## config.mk

```make
export PLATFORM = sky130hd
export DESIGN_NAME = substring_occurrence_counter
export DESIGN_NICKNAME = d
export VERILOG_FILES = /design/src/rtl/soc_pkg.sv /design/src/rtl/soc_cell.sv /design/src/rtl/substring_occurrence_counter.sv
export VERILOG_INCLUDE_DIRS = /design/src /design/src/rtl
export SDC_FILE = /design/constraint.sdc
export NUM_CORES = 1
export LEC_CHECK = 0
export ABC_AREA = 1
export BUFFER_PORTS_ARGS = -buffer_cell sky130_fd_sc_hd__buf_2
export CORE_MARGIN = 3
export CORE_UTILIZATION = 50
export CTS_BUF_LIST = sky130_fd_sc_hd__clkbuf_4 sky130_fd_sc_hd__clkbuf_8
export CTS_CLUSTER_DIAMETER = 150
export DETAILED_ROUTE_END_ITERATION = 7
export GPL_ROUTABILITY_DRIVEN = 0
export HOLD_SLACK_MARGIN = 0.08
export PLACE_DENSITY = 0.7
export SETUP_SLACK_MARGIN = 0.2
export SLEW_MARGIN = 20
export SYNTH_ARGS = -nofsm -noshare
export SYNTH_HDL_FRONTEND = slang
export SYNTH_SLANG_ARGS = --single-unit
```

## constraint.sdc

```tcl
create_clock -name clock -period 4.9 [get_ports clock]
set_clock_uncertainty 0.15 [all_clocks]
set_input_delay 0.735 -clock clock [delete_from_list [all_inputs] [get_ports clock]]
set_output_delay 0.735 -clock clock [all_outputs]
set_load 0.1 [all_outputs]
```

## src/rtl/assert_macros.svh

```systemverilog
// Assertion macros used by the RTL of the substring occurrence counter.
// No dependencies; include by bare file name inside a module body.
`ifndef ASSERT_MACROS_SVH
`define ASSERT_MACROS_SVH

// Plain property, checked at every rising clock edge outside reset.
`define SOC_ASSERT(lbl, clk, rst, prop, msg) \
   lbl: assert property (@(posedge clk) disable iff (rst) (prop)) else $error(msg);

// Same-cycle implication.
`define SOC_ASSERT_IMPL(lbl, clk, rst, ante, cons, msg) \
   lbl: assert property (@(posedge clk) disable iff (rst) (ante) |-> (cons)) else $error(msg);

// Next-cycle implication.
`define SOC_ASSERT_NEXT(lbl, clk, rst, ante, cons, msg) \
   lbl: assert property (@(posedge clk) disable iff (rst) (ante) |=> (cons)) else $error(msg);

`endif

```

## src/rtl/soc_pkg.sv

```systemverilog
// Package of the substring occurrence counter: defaults, register codes,
// cell control struct and the pattern byte helper. No dependencies.
package soc_pkg;

   localparam int MAX_WORD_BYTES_DEF = 8;
   localparam int INDEX_BITS_DEF     = 16;
   localparam int PATTERN_BITS       = 64;
   localparam int PATTERN_BYTES      = PATTERN_BITS / 8;
   localparam int COUNT_BITS         = 16;
   localparam int LIMIT_BITS         = 16;
   localparam int WLEN_BITS          = 4;
   localparam int CFG_INDEX_BITS     = 2;
   localparam int CSR_DATA_BITS      = 64;
   localparam logic [LIMIT_BITS-1:0] END_WHOLE = '1;
   localparam logic [COUNT_BITS-1:0] COUNT_MAX = '1;

   typedef enum logic [CFG_INDEX_BITS-1:0] {
      CFG_PATTERN     = 2'd0,
      CFG_WORD_LENGTH = 2'd1,
      CFG_START_INDEX = 2'd2,
      CFG_END_LIMIT   = 2'd3
   } cfg_index_type;

   typedef struct packed {
      logic shift;   // a byte transfer moves the window
      logic clear;   // last byte: window empties for the next string
      logic active;  // this cell lies inside the word length
   } cell_ctrl_type;

   // Byte j of the pattern; bytes past the pattern register compare as zero.
   function automatic logic [7:0] soc_word_byte(input logic [PATTERN_BITS-1:0] pat,
                                                input logic [5:0] j);
      logic [7:0] result;
      if (j >= 6'(PATTERN_BYTES)) begin
         result = 8'd0;
      end else begin
         result = pat[{j[2:0], 3'b000} +: 8];
      end
      return result;
   endfunction

endpackage

```

## src/rtl/soc_cell.sv

```systemverilog
// One window cell of the substring occurrence counter: holds a byte, hands it on
// to its neighbor and compares the incoming byte with its pattern byte. Uses soc_pkg.
module soc_cell (
   input  logic                   clock,
   input  logic                   reset,
   input  soc_pkg::cell_ctrl_type ctrl,
   input  logic [7:0]             prev_byte,
   input  logic [7:0]             pattern_byte,
   output logic [7:0]             stored_byte,
   output logic                   byte_match
);
   import soc_pkg::*;

   logic [7:0] window_ff;
   logic [7:0] window_in;

   always_comb begin
      window_in = window_ff;
      if (ctrl.shift) begin
         window_in = ctrl.clear ? 8'd0 : prev_byte;
      end
   end

   always_ff @(posedge clock) begin
      if (reset) begin
         window_ff <= 8'd0;
      end else begin
         window_ff <= window_in;
      end
   end

   // Compare the byte entering this cell; cells past the word always agree.
   assign byte_match  = !ctrl.active || (prev_byte == pattern_byte);
   assign stored_byte = window_ff;

endmodule

```

## src/rtl/substring_occurrence_counter.sv

```systemverilog
// Substring occurrence counter: counts non-overlapping matches of a word of up to
// MAX_WORD_BYTES bytes in a byte stream, greedy leftmost.
//
// Input channel req_: one string byte per transfer, req_tlast on the final byte.
// Result channel rsp_: one transfer per string carrying the match count.
// Configuration port csr_: write pattern, word length, start index and end limit
// while the block is idle; writes take effect at the next clock edge.
//
// Throughput: one byte per cycle while req_tready is high. A row of window
// cells shifts the bytes along and each compares the byte it takes in, so the
// match decision and counter update complete in the cycle a byte is accepted.
// Latency: the count appears on rsp_ in the cycle after the last byte is taken.
// A finished count waits in the output register. While it waits and the receiver
// holds rsp_tready low, req_ stalls on every byte (req_tready = output register
// empty or being drained), so no count is overwritten before it is taken.
// Reset (synchronous, active high) restores the register defaults, empties the
// window, and clears index, match bound, count and the output valid flag.
// Depends on soc_pkg, soc_cell and assert_macros.svh.
module substring_occurrence_counter #(
   parameter int MAX_WORD_BYTES = soc_pkg::MAX_WORD_BYTES_DEF,
   parameter int INDEX_BITS     = soc_pkg::INDEX_BITS_DEF
) (
   input  logic                                clock,
   input  logic                                reset,
   // input stream
   input  logic                                req_tvalid,
   output logic                                req_tready,
   input  logic [7:0]                          req_tdata,   // [7:0] data_byte
   input  logic                                req_tlast,   // last_byte
   // result stream
   output logic                                rsp_tvalid,
   input  logic                                rsp_tready,
   output logic [soc_pkg::COUNT_BITS-1:0]      rsp_tdata,   // [15:0] match_count
   // configuration write port
   input  logic                                csr_we,
   input  logic [soc_pkg::CFG_INDEX_BITS-1:0]  csr_index,
   input  logic [soc_pkg::CSR_DATA_BITS-1:0]   csr_wdata
);
   import soc_pkg::*;
   `include "assert_macros.svh"

   // Compare width covers the match start, next allowed start and 16-bit limits.
   localparam int CW    = (INDEX_BITS + 1 > LIMIT_BITS + 1) ? INDEX_BITS + 1 : LIMIT_BITS + 1;
   localparam int LEN_W = ($clog2(MAX_WORD_BYTES + 1) > WLEN_BITS) ?
                          $clog2(MAX_WORD_BYTES + 1) : WLEN_BITS;

   // configuration registers
   logic [PATTERN_BITS-1:0] pattern_ff;
   logic [WLEN_BITS-1:0]    word_length_ff;
   logic [LIMIT_BITS-1:0]   start_index_ff;
   logic [LIMIT_BITS-1:0]   end_limit_ff;

   // per-string state
   logic [INDEX_BITS-1:0]   byte_index_ff, byte_index_in;
   logic [INDEX_BITS:0]     next_start_ff, next_start_in;
   logic [COUNT_BITS-1:0]   count_ff, count_in;

   // output register
   logic                    rsp_valid_ff, rsp_valid_in;
   logic [COUNT_BITS-1:0]   rsp_data_ff, rsp_data_in;

   logic                    req_xfer;
   logic [LEN_W-1:0]        len_eff;
   logic [7:0]              cell_feed   [MAX_WORD_BYTES];
   logic [7:0]              cell_byte   [MAX_WORD_BYTES];
   logic [MAX_WORD_BYTES-1:0] cell_match;
   logic [CW-1:0]           end_pos;     // i + 1
   logic [CW-1:0]           match_start; // i + 1 - len
   logic                    word_hit;
   logic                    counted;

   // Hold off only when a new count would overwrite one not yet taken.
   assign req_tready = !rsp_valid_ff || rsp_tready;
   assign req_xfer   = req_tvalid && req_tready;

   // Clamp the word length to the window depth.
   assign len_eff = (LEN_W'(word_length_ff) > LEN_W'(MAX_WORD_BYTES)) ?
                    LEN_W'(MAX_WORD_BYTES) : LEN_W'(word_length_ff);

   // Window cells: cell 0 takes the new byte, cell k the byte of cell k-1.
   // Cell k lines up with pattern byte len-1-k.
   for (genvar k = 0; k < MAX_WORD_BYTES; k++) begin : g_cell
      cell_ctrl_type ctrl;
      logic [5:0]    pat_sel;

      if (k == 0) begin : g_head
         assign cell_feed[k] = req_tdata;
      end else begin : g_body
         assign cell_feed[k] = cell_byte[k-1];
      end

      assign pat_sel     = 6'(len_eff) - 6'(k) - 6'd1;
      assign ctrl.shift  = req_xfer;
      assign ctrl.clear  = req_tlast;
      assign ctrl.active = (LEN_W'(k) < len_eff);

      soc_cell u_cell (
         .clock        (clock),
         .reset        (reset),
         .ctrl         (ctrl),
         .prev_byte    (cell_feed[k]),
         .pattern_byte (soc_word_byte(pattern_ff, pat_sel)),
         .stored_byte  (cell_byte[k]),
         .byte_match   (cell_match[k])
      );
   end

   // Match decision for the word ending on the byte being taken.
   always_comb begin
      end_pos     = CW'(byte_index_ff) + CW'(1);
      match_start = end_pos - CW'(len_eff);
      word_hit    = (len_eff != '0) && (end_pos >= CW'(len_eff)) && (&cell_match);
      counted     = word_hit
                    && (match_start >= CW'(start_index_ff))
                    && (match_start >= CW'(next_start_ff))
                    && ((end_limit_ff == END_WHOLE) || (match_start < CW'(end_limit_ff)));
   end

   // Advance the per-string state; drop it after the last byte.
   always_comb begin
      byte_index_in = byte_index_ff;
      next_start_in = next_start_ff;
      count_in      = count_ff;
      rsp_valid_in  = rsp_valid_ff && !rsp_tready;
      rsp_data_in   = rsp_data_ff;
      if (req_xfer) begin
         if (counted) begin
            if (count_ff != COUNT_MAX) begin
               count_in = count_ff + COUNT_BITS'(1);
            end
            next_start_in = end_pos[INDEX_BITS:0];
         end
         if (byte_index_ff != '1) begin
            byte_index_in = byte_index_ff + INDEX_BITS'(1);
         end
         if (req_tlast) begin
            rsp_valid_in  = 1'b1;
            rsp_data_in   = count_in;
            byte_index_in = '0;
            next_start_in = '0;
            count_in      = '0;
         end
      end
   end

   always_ff @(posedge clock) begin
      if (reset) begin
         pattern_ff     <= '0;
         word_length_ff <= WLEN_BITS'(1);
         start_index_ff <= '0;
         end_limit_ff   <= END_WHOLE;
         byte_index_ff  <= '0;
         next_start_ff  <= '0;
         count_ff       <= '0;
         rsp_valid_ff   <= 1'b0;
      end else begin
         if (csr_we) begin
            case (cfg_index_type'(csr_index))
               CFG_PATTERN:     pattern_ff     <= csr_wdata[PATTERN_BITS-1:0];
               CFG_WORD_LENGTH: word_length_ff <= csr_wdata[WLEN_BITS-1:0];
               CFG_START_INDEX: start_index_ff <= csr_wdata[LIMIT_BITS-1:0];
               CFG_END_LIMIT:   end_limit_ff   <= csr_wdata[LIMIT_BITS-1:0];
               default: ;
            endcase
         end
         byte_index_ff <= byte_index_in;
         next_start_ff <= next_start_in;
         count_ff      <= count_in;
         rsp_valid_ff  <= rsp_valid_in;
      end
   end

   // Payload register: no reset needed.
   always_ff @(posedge clock) begin
      rsp_data_ff <= rsp_data_in;
   end

   assign rsp_tvalid = rsp_valid_ff;
   assign rsp_tdata  = rsp_data_ff;

   // The match bound never runs past the byte after the current index.
   `SOC_ASSERT(a_bound_le_index, clock, reset,
      next_start_ff <= ({1'b0, byte_index_ff} + (INDEX_BITS+1)'(1)),
      "next allowed start ahead of byte index")
   // Within a string the count never goes down.
   `SOC_ASSERT_NEXT(a_count_monotonic, clock, reset, req_xfer && !req_tlast,
      count_ff >= $past(count_ff), "match count decreased within a string")
   // The last byte leaves a clean state for the next string.
   `SOC_ASSERT_NEXT(a_clear_after_last, clock, reset, req_xfer && req_tlast,
      byte_index_ff == '0 && count_ff == '0 && next_start_ff == '0 && rsp_valid_ff,
      "string state not cleared after last byte")
   // A result only appears after a last byte transfer.
   `SOC_ASSERT_IMPL(a_rsp_source, clock, reset, $rose(rsp_valid_ff),
      $past(req_xfer && req_tlast), "result without a last byte")

endmodule

```

==> results.py, run 1 <==
metrics = {
    "routing": {
        "vias": 16400,
        "routed_wirelength_mm": 50.5,
        "dr_wl_met3_mm": 4.86,
        "vias_per_cell": 5.68,
        "wl_met2_mm": 22.6,
        "firstDrtPassIters": 7,
        "wl_met1_mm": 20.4,
        "drcViolationCount": 0,
        "drt_iter0_drc": 1814,
        "top_layer": "met4",
        "wl_per_cell_um": 17.5,
        "drtAntennaViolNets": 0,
    },
    "clock_network": {
        "cts-root-buf": "clkbuf_8",
        "cts_inserted_buffers": 43,
        "cts_tree": "built",
        "cts_max_path_buffers": 3,
        "clock_sinks": 222,
        "clock_latency_ns": 0.58,
        "cts.htree.levels": 2,
        "path_clk_slew_ns": 0.06,
    },
    "timing": {
        "finalCritPeriodShare_pct": 97.2,
        "max-slew-margin-rel_pct": 29.8,
        "rsz0062_at_grt": "true",
        "setup_viol": 0,
        "fmax_ghz": 0.210,
        "tightest_slew_ns": 1.05,
        "slew_viol_final": 0,
        "hold_viol": 0,
        "setup_ws_ns": 0.135,
        "period_minus_slack_ns": 4.76,
    },
    "synthesis": {
        "seq_area_frac_synth_pct": 30.9,
        "netlist.area_leader.share_pct": 27.7,
        "synth_edf_count": 16,
        "syn_area_um2": 14900,
        "netlist_instances": 2384,
        "syn_nets": 2534,
        "avgSynthCellArea_um2": 6.24,
        "ys_ff_latch": 222,
        "async_reset_ff_share_pct": 0,
        "synthFlopType": "dfxtp_1",
        "yosysWarnings": 0,
        "synth_top_cell_by_area": "dfxtp_1",
        "ys_types": 43,
        "synth.top_cells.by_area": "dfxtp_1, nand2_1, nand3_1",
    },
    "setup_path": {
        "critPathRequiredTime_ns": 5.23,
        "max_stage_delay_ns": 0.40,
        "crit_slowest_cell": "or3_4",
        "cp-end-kind": "flip-flop",
        "crit_path_start_kind": "flip-flop",
        "worstPathArrival_ns": 5.09,
        "cp_common_cell": "nand2_2",
        "crit_type": "flip-flop to flip-flop",
        "worstPathMaxFanout": 8,
    },
    "floorplanning": {
        "die_w_um": 179,
        "start_util_pct": 51.3,
        "pin_count": 98,
        "dieArea_um2": 31900,
        "rows": 62,
        "core_region_area_um2": 29000,
        "fp.dieH_um": 179,
    },
    "final_layout": {
        "final_cells": 2885,
        "post-route-util_pct": 58.9,
        "layout_commonest_cell": "nand2_1",
        "layout-drive-gt1-share_pct": 13.8,
        "layout_common_cells": "nand2_1, nand3_1, inv_1",
        "fin_nets": 2623,
        "antennaDiodeCount": 0,
        "areaGrowthSynthToFinish_pct": 14.8,
        "fin_area_um2": 17100,
    },
    "placed_design": {
        "dpl_cell_area_um2": 15600,
        "dp_cells": 2794,
        "pre_cts_ws_ns": -0.126,
        "dp_hpwl_mm": 36.7,
        "port_buffers": 97,
    },
    "job": {
        "max-cap-violations": 0,
    },
    "grt": {
        "grt.overflow.total": 0,
        "grt_pass1_vias": 15100,
        "antenna_found_initial": 0,
        "grt_max_degree": 94,
        "grt_pass1_wl_mm": 78.4,
        "track_usage_pct": 30.8,
    },
    "worst_hold_path": {
        "hold_class": "input port to flip-flop",
    },
    "power_and_ir_drop": {
        "power_density_nw_per_um2": 322,
        "p_total_uw": 5510,
        "ir_drop_mv": 0.224,
        "leakage_uw": 0.00769,
    },
    "run_status": {
        "status": "complete, no violations",
    },
}
==> power breakdown <==
group	total (µW)	internal [µW]	switching [µW]	leakage, µW
sequential	1920	1890	36.4	0.00183
clock	1970	1110	854	0.000483
combinational	1620	505	1110	0.00538
total	5510	3500	2000	0.00769
==> cell families (layout without fill, tap and decap cells) <==
family | Yosys count | in the layout | share of synthesized area (%)
compound gates | 385 | 385 | 13.1
buf+inv | 374 | 491 | 10.3
flops | 222 | 222 | 30.9
fa+ha+maj | 70 | 70 | 5.93
xor+xnor | 24 | 24 | 1.46
simple gates | 1309 | 1309 | 38.2
==> worst paths after layout <==
kind	startpoint	end	slack [ns]	depth (start not counted)
worst min register to register	start_index_ff[3]	start_index_ff[3]	0.31	2
worst max register to register	byte_index_ff[1]	next_start_ff[1]	0.14	30
worst max-delay path	byte_index_ff[1]	next_start_ff[1]	0.14	30
worst min-delay path	csr_wdata[26]	pattern_ff[26]	0.24	3
==> layer usage <==
| metal | vias to the layer above | track usage (%) |
|---|---|---|
| li1 | 7969 | - |
| met1 | 7433 | 40.1 |
| met2 | 789 | 49.3 |
| met3 | 184 | 5.43 |
| met4 | 0 | 14.5 |
| met5 | - | 0 |
==> cell type report <==
type	count	area [µm²]
flip-flops and latches	222	4620
fillers	2848	11900
inverters	266	1010
clock inverters	9	103
multi-input cells	1788	9110
clock buffers	64	806
well taps	384	480
repair buffers	152	962
==> synth_stat cells (all sizes together) (2+ instances only) <==
| master | n |
|---|---|
| and2 | 4 |
| nand3 | 274 |
| nand3b | 12 |
| nor2 | 158 |
| dfxtp | 206 |
| o21a | 2 |
| ha | 69 |
| nor4 | 7 |
| o21ai | 154 |
| nand4 | 81 |
| o21bai | 2 |
| xor2 | 17 |
| buf | 35 |
| edfxtp | 16 |
| o211ai | 3 |
| clkbuf | 73 |
| xnor2 | 7 |
| nand2 | 760 |
| inv | 265 |
| a211oi | 2 |
| a21oi | 219 |
| nor3 | 11 |
==> stage by stage <==
stage	TNS (ns)	hold slack (ns)
3_3_place_gp	0	0.300
2_1_floorplan	0	0.285
6_report	0	0.236
4_1_cts	0	0.213
5_1_grt	-1.68	0.232
3_5_place_dp	-0.742	0.305
==> worst max-delay path, delay by kind of cell (launching register included) <==
family                   cells  cell delay, ns
XOR/XNOR                     1            0.12
AND/OR/NAND/NOR             22            2.77
buffers and inverters        3            0.42
AO/OA/AOI/OAI                1            0.13
flip-flops                   1            0.36
adder cells (fa/ha/maj)      3            0.73
==> flip-flops by register name (all words and copies together) (netlist names), 16 cells and up <==
name / count
g_cell.u_cell.stored_byte: 56
start_index_ff: 16
rsp_tdata: 16
end_limit_ff: 16
byte_index_ff: 16
next_start_ff: 17
count_ff: 16
pattern_ff: 64
==> what timing repair did <==
action / 4_1_cts / 5_1_grt
setup endpoints to repair: 49 / 49
gates resized for setup: 20 / 85
gates cloned: 0 / 3
pin swaps: 12 / 58
buffers inserted: 4 / 11
hold buffers: 0 / 0
Power figures use the tool's default switching activity.
==> run 2, diff against run 1 <==
- PLACE_DENSITY: 0.7 -> 0.68
- clock period: 4.9 -> 4.5 ns (I/O delays scaled with it)
==> run 2 against run 1 <==
The flow now finishes with violations (setup timing). Sequential power increased by 9%. Fmax rose by 1.2%. Clock power grew 6%. Global-route usage fell by 0.37 points. Highest routed layer unchanged. Utilization up 1.1 points. Combinational power grew 11%. Worst setup slack worse by 0.34 ns. Sequential cell count did not move. Die area stayed put. Sequential share of layout area down 0.49 points. Clock-buffer cell count unchanged. Non-clock buffer count rose by 42.
==> results.py, run 2 (synthesized netlist as in run 1, its figures left out) <==
metrics = {
    "run_status": {
        "status": "complete, but fails checks",
        "violations": "setup timing",
    },
    "clock_network": {
        "cts_inserted_buffers": 41,
        "cts-root-buf": "clkbuf_8",
        "path_clk_slew_ns": 0.07,
        "clock_sinks": 222,
        "cts_max_path_buffers": 3,
        "clock_latency_ns": 0.55,
        "cts_tree": "built",
        "cts.htree.levels": 2,
    },
    "timing": {
        "tightest_slew_ns": 0.952,
        "max-slew-margin-rel_pct": 36.4,
        "setup_viol": 48,
        "rsz0062_at_grt": "true",
        "period_minus_slack_ns": 4.71,
        "slew_viol_final": 0,
        "setup_ws_ns": -0.206,
        "hold_viol": 0,
        "fmax_ghz": 0.212,
        "finalCritPeriodShare_pct": 105,
    },
    "setup_path": {
        "crit_type": "flip-flop to flip-flop",
        "worstPathMaxFanout": 6,
        "critPathRequiredTime_ns": 4.81,
        "crit_path_start_kind": "flip-flop",
        "cp-end-kind": "flip-flop",
        "worstPathArrival_ns": 5.01,
    },
    "final_layout": {
        "fin_area_um2": 17400,
        "layout_commonest_cell": "nand2_1",
        "top_register": "pattern_ff",
        "layout-drive-gt1-share_pct": 14.8,
        "fin_nets": 2665,
        "antennaDiodeCount": 0,
        "layout_common_cells": "nand2_1, nand3_1, inv_1",
        "post-route-util_pct": 59.9,
        "largest_reg_flops": 64,
        "fillerInstances": 2819,
        "areaGrowthSynthToFinish_pct": 16.9,
        "final_cells": 2930,
    },
    "power_and_ir_drop": {
        "power_density_nw_per_um2": 344,
        "leakage_uw": 0.00794,
        "ir_drop_mv": 0.244,
        "p_total_uw": 5990,
    },
    "floorplanning": {
        "start_util_pct": 51.3,
        "dieArea_um2": 31900,
        "die_w_um": 179,
        "rows": 62,
        "core_region_area_um2": 29000,
        "pin_count": 98,
        "fp.dieH_um": 179,
    },
    "placed_design": {
        "pre_cts_ws_ns": -0.184,
        "dp_cells": 2837,
        "dpl_cell_area_um2": 16000,
        "dp_hpwl_mm": 36.9,
        "port_buffers": 97,
    },
    "routing": {
        "drt_iter0_drc": 1653,
        "firstDrtPassIters": 8,
        "drtAntennaViolNets": 0,
        "vias": 16300,
        "wl_per_cell_um": 17.0,
        "drcViolationCount": 0,
        "routed_wirelength_mm": 49.8,
        "vias_per_cell": 5.55,
    },
    "grt": {
        "grt.overflow.total": 0,
        "grt_pass1_wl_mm": 77.0,
        "grt_max_degree": 95,
        "antenna_found_initial": 0,
        "grt_pass1_vias": 14800,
        "track_usage_pct": 30.4,
    },
    "worst_hold_path": {
        "hold_class": "input port to flip-flop",
    },
    "job": {
        "max-cap-violations": 0,
    },
}
## run 2: cell types whose count changed in the layout (fill, tap and decap cells not counted), moves of 3 or more
cell	previous run	this run
nand2_2	35	25
nor2_4	12	8
buf_6	5	8
clkinv_2	4	7
nand2_1	722	730
a21oi_2	7	12
a21oi_1	212	207
buf_4	48	83
## run 2: critical path: stages (launching register included)
cell	delay, ns
dfxtp_4	0.37
ha_4	0.16
buf_4	0.11
buf_4	0.10
nand3_1	0.13
nor2_1	0.33
nand3_1	0.12
nand2_1	0.18
nand2_1	0.11
or3_4	0.39
nor3_4	0.21
xnor2_2	0.10
ha_1	0.32
nand2_2	0.07
nor2_2	0.10
and2_4	0.15
nand4_1	0.06
nand4_1	0.16
nand4_1	0.11
nor2_1	0.12
nand4_1	0.19
nor2_4	0.20
nand2_4	0.09
nor2_8	0.13
buf_12	0.16
buf_8	0.12
nand2_1	0.05
a21oi_1	0.15
## run 2: path summary, 6_finish.rpt
check / startpoint / end / slack (ns) / cells after the start
min reg2reg: start_index_ff[3] / start_index_ff[3] / 0.31 / 2
max reg2reg: byte_index_ff[1] / next_start_ff[14] / -0.21 / 27
max: byte_index_ff[1] / next_start_ff[14] / -0.21 / 27
min: csr_wdata[26] / pattern_ff[26] / 0.20 / 3
## run 2: power breakdown
part	internal (µW)	total, µW	switching [µW]
registers	2050	2090	40.6
clock network	1200	2090	890
logic	599	1800	1200
total	3850	5990	2130
## run 2: metal layers
metal,part of all wire (%),global-route usage [%],vias up
li1,-,-,8062
met2,46,50.7,692
met3,8.2,4.75,143
met5,0,0,-
met4,5.1,14.1,0
met1,41,38.5,7353
## run 2: area by class of cell
class,count,area (µm²),area share (%)
clock buffer,64,806,4.63
timing repair buffer,194,1320,7.58
sequential,222,4610,26.5
multi-input combinational,1788,9060,52.1
timing repair inverter,2,20.0,0.115
clock inverter,10,80.1,0.460
inverter,266,1020,5.84
tap,384,480,2.76
## run 2: what timing repair did
item,4_1_cts,5_1_grt
resized for setup,27,55
endpoints found under the setup margin,49,49
gates cloned,0,5
hold buffers,0,0
setup buffers,6,8
pin swaps,15,50
## run 2: stage by stage
| step | setup TNS (ns) | hold WS (ns) |
|---|---|---|
| global route | -20.36 | 0.204 |
| global placement | -0.559 | 0.296 |
| finish | -7.22 | 0.203 |
| CTS | -1.77 | 0.182 |
| floorplan | 0 | 0.285 |
| detailed placement | -5.91 | 0.303 |
